--- config.mk ---
export PLATFORM = sky130hd
export DESIGN_NAME = i2c_master_transfer_sequencer
export DESIGN_NICKNAME = d
export VERILOG_FILES = /design/src/hdl/i2cms_pkg.sv /design/src/hdl/i2cms_msg_buffer.sv /design/src/hdl/i2c_master_transfer_sequencer.sv
export SDC_FILE = /design/constraint.sdc
export NUM_CORES = 1
export LEC_CHECK = 0
export ABC_AREA = 1
export BUFFER_PORTS_ARGS = -buffer_cell sky130_fd_sc_hd__buf_2
export CORE_AREA = 2 2 222 224
export CTS_BUF_LIST = sky130_fd_sc_hd__clkbuf_4
export CTS_CLUSTER_SIZE = 25
export DETAILED_ROUTE_END_ITERATION = 7
export DIE_AREA = 0 0 224 226
export PLACE_DENSITY = 0.5
export SLEW_MARGIN = 10
export SYNTH_ARGS = -nofsm -noshare
export SYNTH_HDL_FRONTEND = slang
export SYNTH_SLANG_ARGS = --single-unit
--- constraint.sdc ---
create_clock -name clk -period 4.1 [get_ports clk]
set_input_delay 0.82 -clock clk [delete_from_list [all_inputs] [get_ports clk]]
set_output_delay 0.82 -clock clk [all_outputs]
set_load 0.03 [all_outputs]
--- src/hdl/i2cms_pkg.sv ---
// Package for the I2C master transfer sequencer.
// Holds item kinds, bus status codes, progress codes and the result record.
// No dependencies.
`default_nettype none

package i2cms_pkg;

	localparam int MAX_MESSAGE_DEF = 32;

	localparam logic [1:0] KIND_LOAD   = 2'd0;
	localparam logic [1:0] KIND_BEGIN  = 2'd1;
	localparam logic [1:0] KIND_STATUS = 2'd2;

	localparam logic [3:0] ST_START       = 4'd0;
	localparam logic [3:0] ST_RESTART     = 4'd1;
	localparam logic [3:0] ST_TXADDR_ACK  = 4'd2;
	localparam logic [3:0] ST_TXDATA_ACK  = 4'd3;
	localparam logic [3:0] ST_RXDATA_ACK  = 4'd4;
	localparam logic [3:0] ST_RXADDR_ACK  = 4'd5;
	localparam logic [3:0] ST_RXDATA_NACK = 4'd6;
	localparam logic [3:0] ST_OTHER       = 4'd11;

	localparam logic [1:0] PROG_IDLE = 2'd0;
	localparam logic [1:0] PROG_BUSY = 2'd1;
	localparam logic [1:0] PROG_OK   = 2'd2;
	localparam logic [1:0] PROG_ERR  = 2'd3;

	typedef struct packed {
		logic [7:0] tx_byte;
		logic       tx_load;
		logic       go_start;
		logic       go_stop;
		logic       send_ack;
		logic       irq_enable;
		logic       clear_flag;
		logic [1:0] xfer_state;
		logic [3:0] fault_code;
		logic [7:0] rx_byte;
		logic       rx_store;
	} result_t;

endpackage

`default_nettype wire

--- src/hdl/i2cms_msg_buffer.sv ---
// Message byte buffer for the I2C master transfer sequencer.
// One write port and one read port with registered read data; no dependencies.
`default_nettype none

module i2cms_msg_buffer #(
	parameter int DEPTH = 32,
	parameter int AW    = 5
) (
	input  wire logic          clk,
	input  wire logic          we,
	input  wire logic [AW-1:0] waddr,
	input  wire logic [7:0]    wdata,
	input  wire logic          re,
	input  wire logic [AW-1:0] raddr,
	output logic      [7:0]    rdata
);

	logic [7:0] mem [DEPTH];

	always_ff @(posedge clk) begin
		if (we) begin
			mem[waddr] <= wdata;
		end
	end

	always_ff @(posedge clk) begin
		if (re) begin
			rdata <= mem[raddr];
		end
	end

endmodule

`default_nettype wire

--- src/hdl/i2c_master_transfer_sequencer.sv ---
// I2C master transfer sequencer, top level; uses i2cms_pkg and i2cms_msg_buffer.
// Each result is registered: it appears on the master side in the cycle after its input transaction is accepted.
// Throughput: one item per cycle; the result register and the buffer read port
// advance together, so an item is taken whenever the result register is empty or drains.
// Reset: arst_n clears the indexes, length, progress, fault code, address register
// and result valid at once; the message buffer is not cleared.
`default_nettype none

module i2c_master_transfer_sequencer
	import i2cms_pkg::*;
#(
	parameter int MAX_MESSAGE = MAX_MESSAGE_DEF
) (
	input  wire logic        clk,
	input  wire logic        arst_n,
	input  wire logic        cfg_valid,
	output logic             cfg_ready,
	input  wire logic [7:0]  cfg_data,
	input  wire logic        s_tvalid,
	output logic             s_tready,
	input  wire logic [23:0] s_tdata,  // data_byte[7:0], message_length[13:8], bus_status[17:14]
	input  wire logic [1:0]  s_tuser,  // kind[1:0]
	output logic             m_tvalid,
	input  wire logic        m_tready,
	output logic      [31:0] m_tdata   // tx_byte[7:0], tx_load[8], go_start[9], go_stop[10],
	                                   // send_ack[11], irq_enable[12], clear_flag[13],
	                                   // xfer_state[15:14], fault_code[19:16],
	                                   // rx_byte[27:20], rx_store[28]
);

	localparam int CW = $clog2(MAX_MESSAGE + 1);
	localparam int AW = (MAX_MESSAGE > 1) ? $clog2(MAX_MESSAGE) : 1;
	localparam int XW = ((CW > 6) ? CW : 6) + 1;
	localparam logic [CW-1:0] MAX_C = CW'(MAX_MESSAGE);

	logic [CW-1:0] bidx_q, load_ptr_q, len_q;
	logic [CW-1:0] bidx_d, load_ptr_d, len_d;
	logic [1:0]    prog_q, prog_d;
	logic [3:0]    fault_q, fault_d;
	logic [7:0]    addr_q;

	logic          accept;
	logic [1:0]    kind;
	logic [7:0]    data_byte;
	logic [5:0]    message_length;
	logic [3:0]    bus_status;

	result_t       res_d, res_s1;
	logic          tx_mem_d, tx_mem_s1;
	logic          valid_s1;

	logic          we, re;
	logic [AW-1:0] waddr, raddr;
	logic [7:0]    wdata, rdata;

	assign kind           = s_tuser;
	assign data_byte      = s_tdata[7:0];
	assign message_length = s_tdata[13:8];
	assign bus_status     = s_tdata[17:14];

	assign cfg_ready = 1'b1;
	assign s_tready  = !valid_s1 || m_tready;
	assign accept    = s_tvalid && s_tready;

	always_comb begin
		bidx_d     = bidx_q;
		load_ptr_d = load_ptr_q;
		len_d      = len_q;
		prog_d     = prog_q;
		fault_d    = fault_q;
		res_d      = '0;
		tx_mem_d   = 1'b0;
		we         = 1'b0;
		waddr      = load_ptr_q[AW-1:0];
		wdata      = data_byte;
		re         = 1'b0;
		raddr      = bidx_q[AW-1:0];
		case (kind)
			KIND_LOAD: begin
				if (load_ptr_q < MAX_C) begin
					we         = 1'b1;
					load_ptr_d = load_ptr_q + 1'b1;
				end
			end
			KIND_BEGIN: begin
				if (XW'(message_length) > XW'(MAX_MESSAGE)) begin
					len_d = MAX_C;
				end else begin
					len_d = CW'(message_length);
				end
				load_ptr_d       = '0;
				prog_d           = PROG_BUSY;
				res_d.go_start   = 1'b1;
				res_d.irq_enable = 1'b1;
				res_d.clear_flag = 1'b1;
			end
			KIND_STATUS: begin
				case (bus_status)
					ST_START, ST_RESTART: begin
						bidx_d           = '0;
						res_d.tx_byte    = addr_q;
						res_d.tx_load    = 1'b1;
						res_d.irq_enable = 1'b1;
						res_d.clear_flag = 1'b1;
					end
					ST_TXADDR_ACK, ST_TXDATA_ACK: begin
						if (bidx_q < len_q && bidx_q < MAX_C) begin
							re               = 1'b1;
							tx_mem_d         = 1'b1;
							bidx_d           = bidx_q + 1'b1;
							res_d.tx_load    = 1'b1;
							res_d.irq_enable = 1'b1;
							res_d.clear_flag = 1'b1;
						end else begin
							prog_d           = PROG_OK;
							res_d.go_stop    = 1'b1;
							res_d.clear_flag = 1'b1;
						end
					end
					ST_RXDATA_ACK, ST_RXADDR_ACK: begin
						if (bus_status == ST_RXDATA_ACK && bidx_q < MAX_C) begin
							we             = 1'b1;
							waddr          = bidx_q[AW-1:0];
							res_d.rx_byte  = data_byte;
							res_d.rx_store = 1'b1;
							bidx_d         = bidx_q + 1'b1;
						end
						res_d.send_ack   = ((CW + 1)'(bidx_d) + 1'b1) < (CW + 1)'(len_q);
						res_d.irq_enable = 1'b1;
						res_d.clear_flag = 1'b1;
					end
					ST_RXDATA_NACK: begin
						if (bidx_q < MAX_C) begin
							we             = 1'b1;
							waddr          = bidx_q[AW-1:0];
							res_d.rx_byte  = data_byte;
							res_d.rx_store = 1'b1;
						end
						prog_d           = PROG_OK;
						res_d.go_stop    = 1'b1;
						res_d.clear_flag = 1'b1;
					end
					default: begin
						prog_d  = PROG_ERR;
						fault_d = (bus_status > ST_OTHER) ? ST_OTHER : bus_status;
					end
				endcase
			end
			default: begin
			end
		endcase
		res_d.xfer_state = prog_d;
		res_d.fault_code = fault_d;
	end

	i2cms_msg_buffer #(
		.DEPTH(MAX_MESSAGE),
		.AW   (AW)
	) u_buffer (
		.clk  (clk),
		.we   (accept && we),
		.waddr(waddr),
		.wdata(wdata),
		.re   (accept && re),
		.raddr(raddr),
		.rdata(rdata)
	);

	always_ff @(posedge clk or negedge arst_n) begin
		if (!arst_n) begin
			bidx_q     <= '0;
			load_ptr_q <= '0;
			len_q      <= '0;
			prog_q     <= PROG_IDLE;
			fault_q    <= '0;
			addr_q     <= '0;
			valid_s1   <= 1'b0;
		end else begin
			if (cfg_valid && cfg_ready) begin
				addr_q <= cfg_data;
			end
			if (accept) begin
				bidx_q     <= bidx_d;
				load_ptr_q <= load_ptr_d;
				len_q      <= len_d;
				prog_q     <= prog_d;
				fault_q    <= fault_d;
				valid_s1   <= 1'b1;
			end else if (m_tready) begin
				valid_s1 <= 1'b0;
			end
		end
	end

	always_ff @(posedge clk) begin
		if (accept) begin
			res_s1    <= res_d;
			tx_mem_s1 <= tx_mem_d;
		end
	end

	assign m_tvalid        = valid_s1;
	assign m_tdata[7:0]    = tx_mem_s1 ? rdata : res_s1.tx_byte;
	assign m_tdata[8]      = res_s1.tx_load;
	assign m_tdata[9]      = res_s1.go_start;
	assign m_tdata[10]     = res_s1.go_stop;
	assign m_tdata[11]     = res_s1.send_ack;
	assign m_tdata[12]     = res_s1.irq_enable;
	assign m_tdata[13]     = res_s1.clear_flag;
	assign m_tdata[15:14]  = res_s1.xfer_state;
	assign m_tdata[19:16]  = res_s1.fault_code;
	assign m_tdata[27:20]  = res_s1.rx_byte;
	assign m_tdata[28]     = res_s1.rx_store;
	assign m_tdata[31:29]  = 3'b000;

endmodule

`default_nettype wire

==> metrics.yaml, run 1 <==
routing:
  drt-initial-drc-count: 561
  vias_per_cell: 4.61
  wirelength_um: 35800
  via_count: 9669
  drt-wirelength-per-cell_um: 17.1
  firstDrtPassIters: 5
  ant_nets: 0
  drc: 0
placed_design:
  port_buffers: 63
  placed_cells: 1948
  dp_hpwl_um: 21600
  place.gp.congestion: 0.795
yosys:
  synth_top_area_share_pct: 61.6
  synth_common_cells: "380 x nand2_1, 294 x edfxtp_1, 132 x nor2_1"
  syn_inst: 1320
  synth-seq-area-share_pct: 67.4
  synth-edff-count: 294
  yosysTopAreaCell: "edfxtp_1"
  yosys-top-cells-area: "edfxtp_1 62%, nand2_1 10%, dfrtp_1 5.8%"
  netlist_area_um2: 14300
  synth-seq-cells: 327
  ys_warn_count: 0
  syn_area_per_cell_um2: 10.9
  yosys.cell_count.top_type: "nand2_1"
  async_flop_share_pct: 10.1
  synth_ff_type: "edfxtp_1"
  ys_types: 41
timing:
  min_period_ps: 3130
  setup_tns_ps: 0
  tightest_slew_ps: 957
  hold_viol_final: 0
  fin_crit_sh_pct: 76.3
  maxSlewHeadroom_pct: 36.1
  holdWs_ps: 157
  setup_viol: 0
  skew_ps: 67.2
  rsz0062_at_grt: "no"
  max_freq_ghz: 0.320
  report.final.slew_viol_count: 0
critical_path:
  arrival_ps: 3450
  regToRegEndpoint: "u_buffer.mem[5][1]$_DFFE_PP_"
  required_ps: 4420
  cp-start-kind: "flip-flop"
  worst-setup-path-type: "flip-flop to flip-flop"
  crit_fanout: 35
  end_kind: "flip-flop"
  worstReg2RegStart: "bidx_q[0]$_DFFE_PN0P_"
  rr_worst_depth: 6
  r2r_slack_ps: 970
  critical_path.startpoint: "bidx_q[0]$_DFFE_PN0P_"
global_route:
  grt_pass1_vias: 9578
  grt_antenna_before_repair: 3
  grt_pass1_wl_um: 55300
  grt.overflow.total: 0
  grt_start_max_net_pins: 80
  grtUsageTotal_pct: 14.4
floorplan:
  initial_core_util_pct: 29.6
  ioPinCount: 74
  die_h_um: 226
  rows: 81
  dieArea_um2: 50600
  core_um2: 48300
  die_x_um: 224
final_layout:
  areaGrowthSynthToFinish_pct: 13.4
  final_nets: 1473
  fin_cells: 2098
  drive_gt1_share_pct: 17.8
clock_network:
  cts.sinks: 327
  clk_latency_ps: 760
  cts_resized: 0
  numCtsBuffers: 90
  htreeDepth: 3
  cts_max_path_buffers: 3
  holdBufCountCts: 0
  cts_setup_buffers: 0
  clock-root-buffer: "clkbuf_4"
  clk_pin_slew_ps: 70
  cts_tree: "yes"
worst_hold_path:
  hp-class: "primary input to async pin"
pwr:
  power_density_nw_per_um2: 532
  irDropWorstVdd_mv: 0.206
  p_leak_nw: 6.34
outcome:
  status: "finished, final reports clean"
run:
  drv_cap: 0
worst max-delay path, cell delays in order (launching register included):
cell,delay (ps)
dfrtp_4,680
clkinv_2,550
nand2_1,270
nand4_1,130
nand3b_2,200
nand2_2,200
nor2_1,660
power breakdown:
| part | internal [W] | total [W] | switching (W) |
|---|---|---|---|
| sequential | 0.00377 | 0.00389 | 0.000126 |
| clock | 0.00150 | 0.00282 | 0.00132 |
| combinational | 0.000547 | 0.00194 | 0.00139 |
| total | 0.00581 | 0.00865 | 0.00284 |
final cells by class:
| cell class | count | area, µm² |
|---|---|---|
| diodes | 2 | 5.00 |
| clock buffers | 130 | 976 |
| clock inverters | 18 | 103 |
| fillers | 4865 | 32100 |
| inverters | 71 | 268 |
| multi-input cells | 837 | 3930 |
| flip-flops and latches | 327 | 9660 |
| well taps | 622 | 778 |
| repair buffers | 91 | 526 |
through the flow:
step	total power [W]	setup WS, ps	instance area [µm²]	utilization (%)
finish	0.00865	970	16200	33.6
CTS	0.00879	896	16200	33.6
detailed placement	0.00592	658	15200	31.4
floorplan	0.00530	1200	14300	-
global route	0.00921	742	16200	33.6
global placement	0.00591	694	15200	31.4
placed cells by master (no fill, tap or decap), types with 2 or more instances in the layout:
cell        instances
dfrtp_1            31
nand3_1            79
buf_4              28
nand2_1           380
o21ai_1             2
nor2_2              2
xnor2_1             3
mux2_2              8
nor2_4              2
conb_1              4
o22ai_1             3
o31ai_1            32
nor2_1            132
clkbuf_4          130
a21oi_1            73
ha_1               16
nor3b_1             2
nand2_2             7
inv_1              62
nand4_1             6
nand3_4             2
clkinv_2            2
xor2_1              2
nor3_1              2
o21ai_0            67
clkinvlp_4          2
o21ai_2             3
diode_2             2
buf_2              63
inv_2               7
edfxtp_1          294
clkinv_1           15
metal layers:
layer  global-route usage (%)  vias up  part of all wire (%)
met5                        0        -                 0.036
met4                     5.57        2                   2.1
met3                     3.40       63                   6.0
met2                     22.7      260                    46
met1                     19.4     4601                    46
li1                         -     4743                     -
state kept, by name, summed over array words and instances, names as in the netlist:
| register | flops |
|---|---|
| load_ptr_q | 6 |
| u_buffer.rdata | 8 |
| m_tdata | 21 |
| tx_mem_s1 | 1 |
| prog_q | 2 |
| m_tvalid | 1 |
| len_q | 6 |
| u_buffer.mem | 256 |
| bidx_q | 6 |
| fault_q | 4 |
| addr_q | 8 |
| res_s1 | 8 |
worst max path at each step:
stage | to | slack, ps
global placement | u_buffer.mem[21][2]$_DFFE_PP_ | 690
CTS | u_buffer.mem[5][1]$_DFFE_PP_ | 900
detailed placement | u_buffer.mem[24][5]$_DFFE_PP_ | 660
global route | u_buffer.mem[5][1]$_DFFE_PP_ | 740
floorplan | u_buffer.mem[17][0]$_DFFE_PP_ | 1200
finish | u_buffer.mem[5][1]$_DFFE_PP_ | 970
logic make-up after synthesis:
family | after synthesis | share of synthesized area, %
AOI/OAI and AO/OA | 185 | 7.23
xor gates and xnor gates | 5 | 0.306
adders and majority gates | 16 | 1.40
buffers and inverters | 158 | 5.21
DFF | 327 | 67.4
muxes | 8 | 0.629
other | 2 | 0.0524
and+or+nand+nor | 619 | 17.8
(Power assumes the default switching activity.)
==> inputs of run 2 (changes only) <==
- PLACE_DENSITY: 0.5 -> 0.51
- clock period: 4.1 -> 2.8 ns (I/O delays scaled with it)
==> run 2 against run 1 <==
Cell area up 2.2%. Worst setup slack lost 700 ps. Clock power rose by 46%. Utilization up 0.75 points. Largest power group unchanged. Die area is the same. First-iteration DRC count increased by 48%.
==> metrics.yaml, run 2 (same netlist as run 1, synthesis figures left out) <==
outcome:
  status: "finished, final reports clean"
placed_design:
  placed_cells: 1984  # +1.8%
  place.gp.congestion: 0.820  # +3.1%
  port_buffers: 63  # unchanged
  dp_hpwl_um: 21900  # +1.3%
  place_area_um2: 15500  # +2.0%
pwr:
  total_power_w: 0.0128  # +48%
  irDropWorstVdd_mv: 0.254  # +23%
  p_leak_nw: 6.58  # +3.7%
  power_density_nw_per_um2: 772  # +45%
clock_network:
  clk_pin_slew_ps: 70  # about the same
  cts_resized: 0  # unchanged
  htreeDepth: 3  # unchanged
  numCtsBuffers: 86  # -4.4%
  clk_latency_ps: 730  # -30 ps
  clock-root-buffer: "clkbuf_4"
  cts_tree: "yes"
  cts_max_path_buffers: 3  # unchanged
  holdBufCountCts: 5  # +5
  cts_setup_buffers: 0  # unchanged
  cts.sinks: 327  # unchanged
routing:
  via_count: 9793  # +1.3%
  firstDrtPassIters: 5  # unchanged
  drt-initial-drc-count: 828  # +48%
  wirelength_um: 36000  # +0.49%
  drt-wirelength-per-cell_um: 16.8  # -1.4%
  ant_nets: 0  # unchanged
  vias_per_cell: 4.58  # -0.61%
  drc: 0  # unchanged
floorplan:
  die_x_um: 224  # unchanged
  die_h_um: 226  # unchanged
  rows: 81  # unchanged
  dieArea_um2: 50600  # unchanged
  core_um2: 48300  # unchanged
  ioPinCount: 74  # unchanged
  initial_core_util_pct: 29.6  # unchanged
global_route:
  grt_pass1_wl_um: 55700  # +0.81%
  grt.overflow.total: 0  # unchanged
  grt_pass1_vias: 9718  # +1.5%
  grt_antenna_before_repair: 6  # +3
  grtUsageTotal_pct: 14.4  # about the same
  grt_start_max_net_pins: 97  # +21%
critical_path:
  cp_top_family: "buffers and inverters"
  crit_buf_inv: 5  # +4
  worstReg2RegStart: "bidx_q[2]$_DFFE_PN0P_"
  required_ps: 3200  # -1220 ps
  crit_fanout: 46  # +31%
  critical_path.max_stage_delay_ps: 500  # -180 ps
  path_cells: "buf_4, inv_1, buf_4, o21ai_2, inv_2, nand2_1, nor2_1, buf_4"
  critPathSlowestCell: "dfrtp_1"
  end_kind: "flip-flop"
  cp-start-kind: "flip-flop"
  r2r_slack_ps: 270  # -700 ps
  path_common_cell: "buf_4"
  worst-setup-path-type: "flip-flop to flip-flop"
  regToRegEndpoint: "u_buffer.mem[9][7]$_DFFE_PP_"
  arrival_ps: 2930  # -520 ps
  rr_worst_depth: 8  # +2
timing:
  skew_ps: 52.3  # -14.9 ps
  hold_viol_final: 0  # unchanged
  max_freq_ghz: 0.396  # +24%
  min_period_ps: 2530  # -604 ps
  report.final.slew_viol_count: 0  # unchanged
  fin_crit_sh_pct: 90.2  # +14 points
  setup_tns_ps: 0  # unchanged
  tightest_slew_ps: 826  # -131 ps
  rsz0062_at_grt: "no"
  setup_viol: 0  # unchanged
  maxSlewHeadroom_pct: 44.9  # +8.8 points
final_layout:
  final_cell_area_um2: 16600  # +2.2%
  areaGrowthSynthToFinish_pct: 16.0
  final_util_pct: 34.4  # +0.75 points
  largest_register_ff_count: 256  # unchanged
  drive_gt1_share_pct: 20.1  # +2.2 points
  regMostFlops: "u_buffer.mem"
  final_nets: 1510  # +2.5%
  final_common_cell: "nand2_1"
  fin_cells: 2138  # +1.9%
  layout_common_cells: "380 x nand2_1, 294 x edfxtp_1, 132 x nor2_1, 132 x clkbuf_4, 79 x nand3_1"
run:
  drv_cap: 0  # unchanged
worst_hold_path:
  hold_start: "cfg_data[5]"
  hp-class: "primary input to flip-flop"
  hold_depth: 3
  whs_endpoint: "addr_q[5]$_DFFE_PN0P_"
==> run 2: power breakdown <==
| group | total, W | internal, W | leakage [nW] | switching [W] |
|---|---|---|---|---|
| Combinational | 0.00305 | 0.000886 | 2.84 | 0.00216 |
| Clock | 0.00413 | 0.00222 | 0.656 | 0.00191 |
| Sequential | 0.00565 | 0.00552 | 3.08 | 0.000128 |
| Total | 0.0128 | 0.00862 | 6.58 | 0.00420 |
==> run 2: how the worst max path moves through the flow <==
| stage | slack [ps] | end | cells past startpoint | start |
|---|---|---|---|---|
| after global placement | 150 | m_tdata[11]$_SDFFCE_PN0P_ | 16 | s_tdata[17] |
| after floorplan | 160 | u_buffer.mem[17][0]$_DFFE_PP_ | 8 | m_tready |
| after global routing | 120 | m_tdata[11]$_SDFFCE_PN0P_ | 14 | bidx_q[0]$_DFFE_PN0P_ |
| final | 270 | u_buffer.mem[9][7]$_DFFE_PP_ | 8 | bidx_q[2]$_DFFE_PN0P_ |
| after detailed placement | 170 | u_buffer.mem[4][2]$_DFFE_PP_ | 10 | s_tuser[0] |
| after CTS | 300 | u_buffer.mem[9][7]$_DFFE_PP_ | 8 | bidx_q[2]$_DFFE_PN0P_ |
==> run 2: cell type report <==
cell class,instances,area [µm²]
Tap cell,622,778
Clock inverter,14,90.1
Fill cell,4851,31700
Inverter,71,269
Sequential cell,327,9660
Antenna cell,3,7.51
Timing Repair Buffer,132,883
Clock buffer,132,991
Multi-Input combinational cell,837,3930
==> run 2: through the flow <==
stage / worst slack [ps] / hold slack (ps)
after floorplan: 157 / 264
after global placement: 149 / 464
after detailed placement: 167 / 474
after CTS: 297 / 5.38
after global routing: 115 / 2.35
final: 274 / 65.3
==> run 2: worst reg2reg max path: cells and delay by family, from the launching register on <==
family / cells / cell delay (ps)
buffers and inverters: 5 / 1090
and+or+nand+nor: 2 / 360
DFF: 1 / 500
AOI/OAI and AO/OA: 1 / 240
==> run 2: per-layer routing <==
metal  wire length, µm  vias to the layer above  global-route usage (%)
li1                  -                     4814                       -
met3              2280                       52                    3.53
met2             16800                      296                    23.2
met5                55                        -                       0
met1             16300                     4623                    19.1
met4               529                        8                    4.82
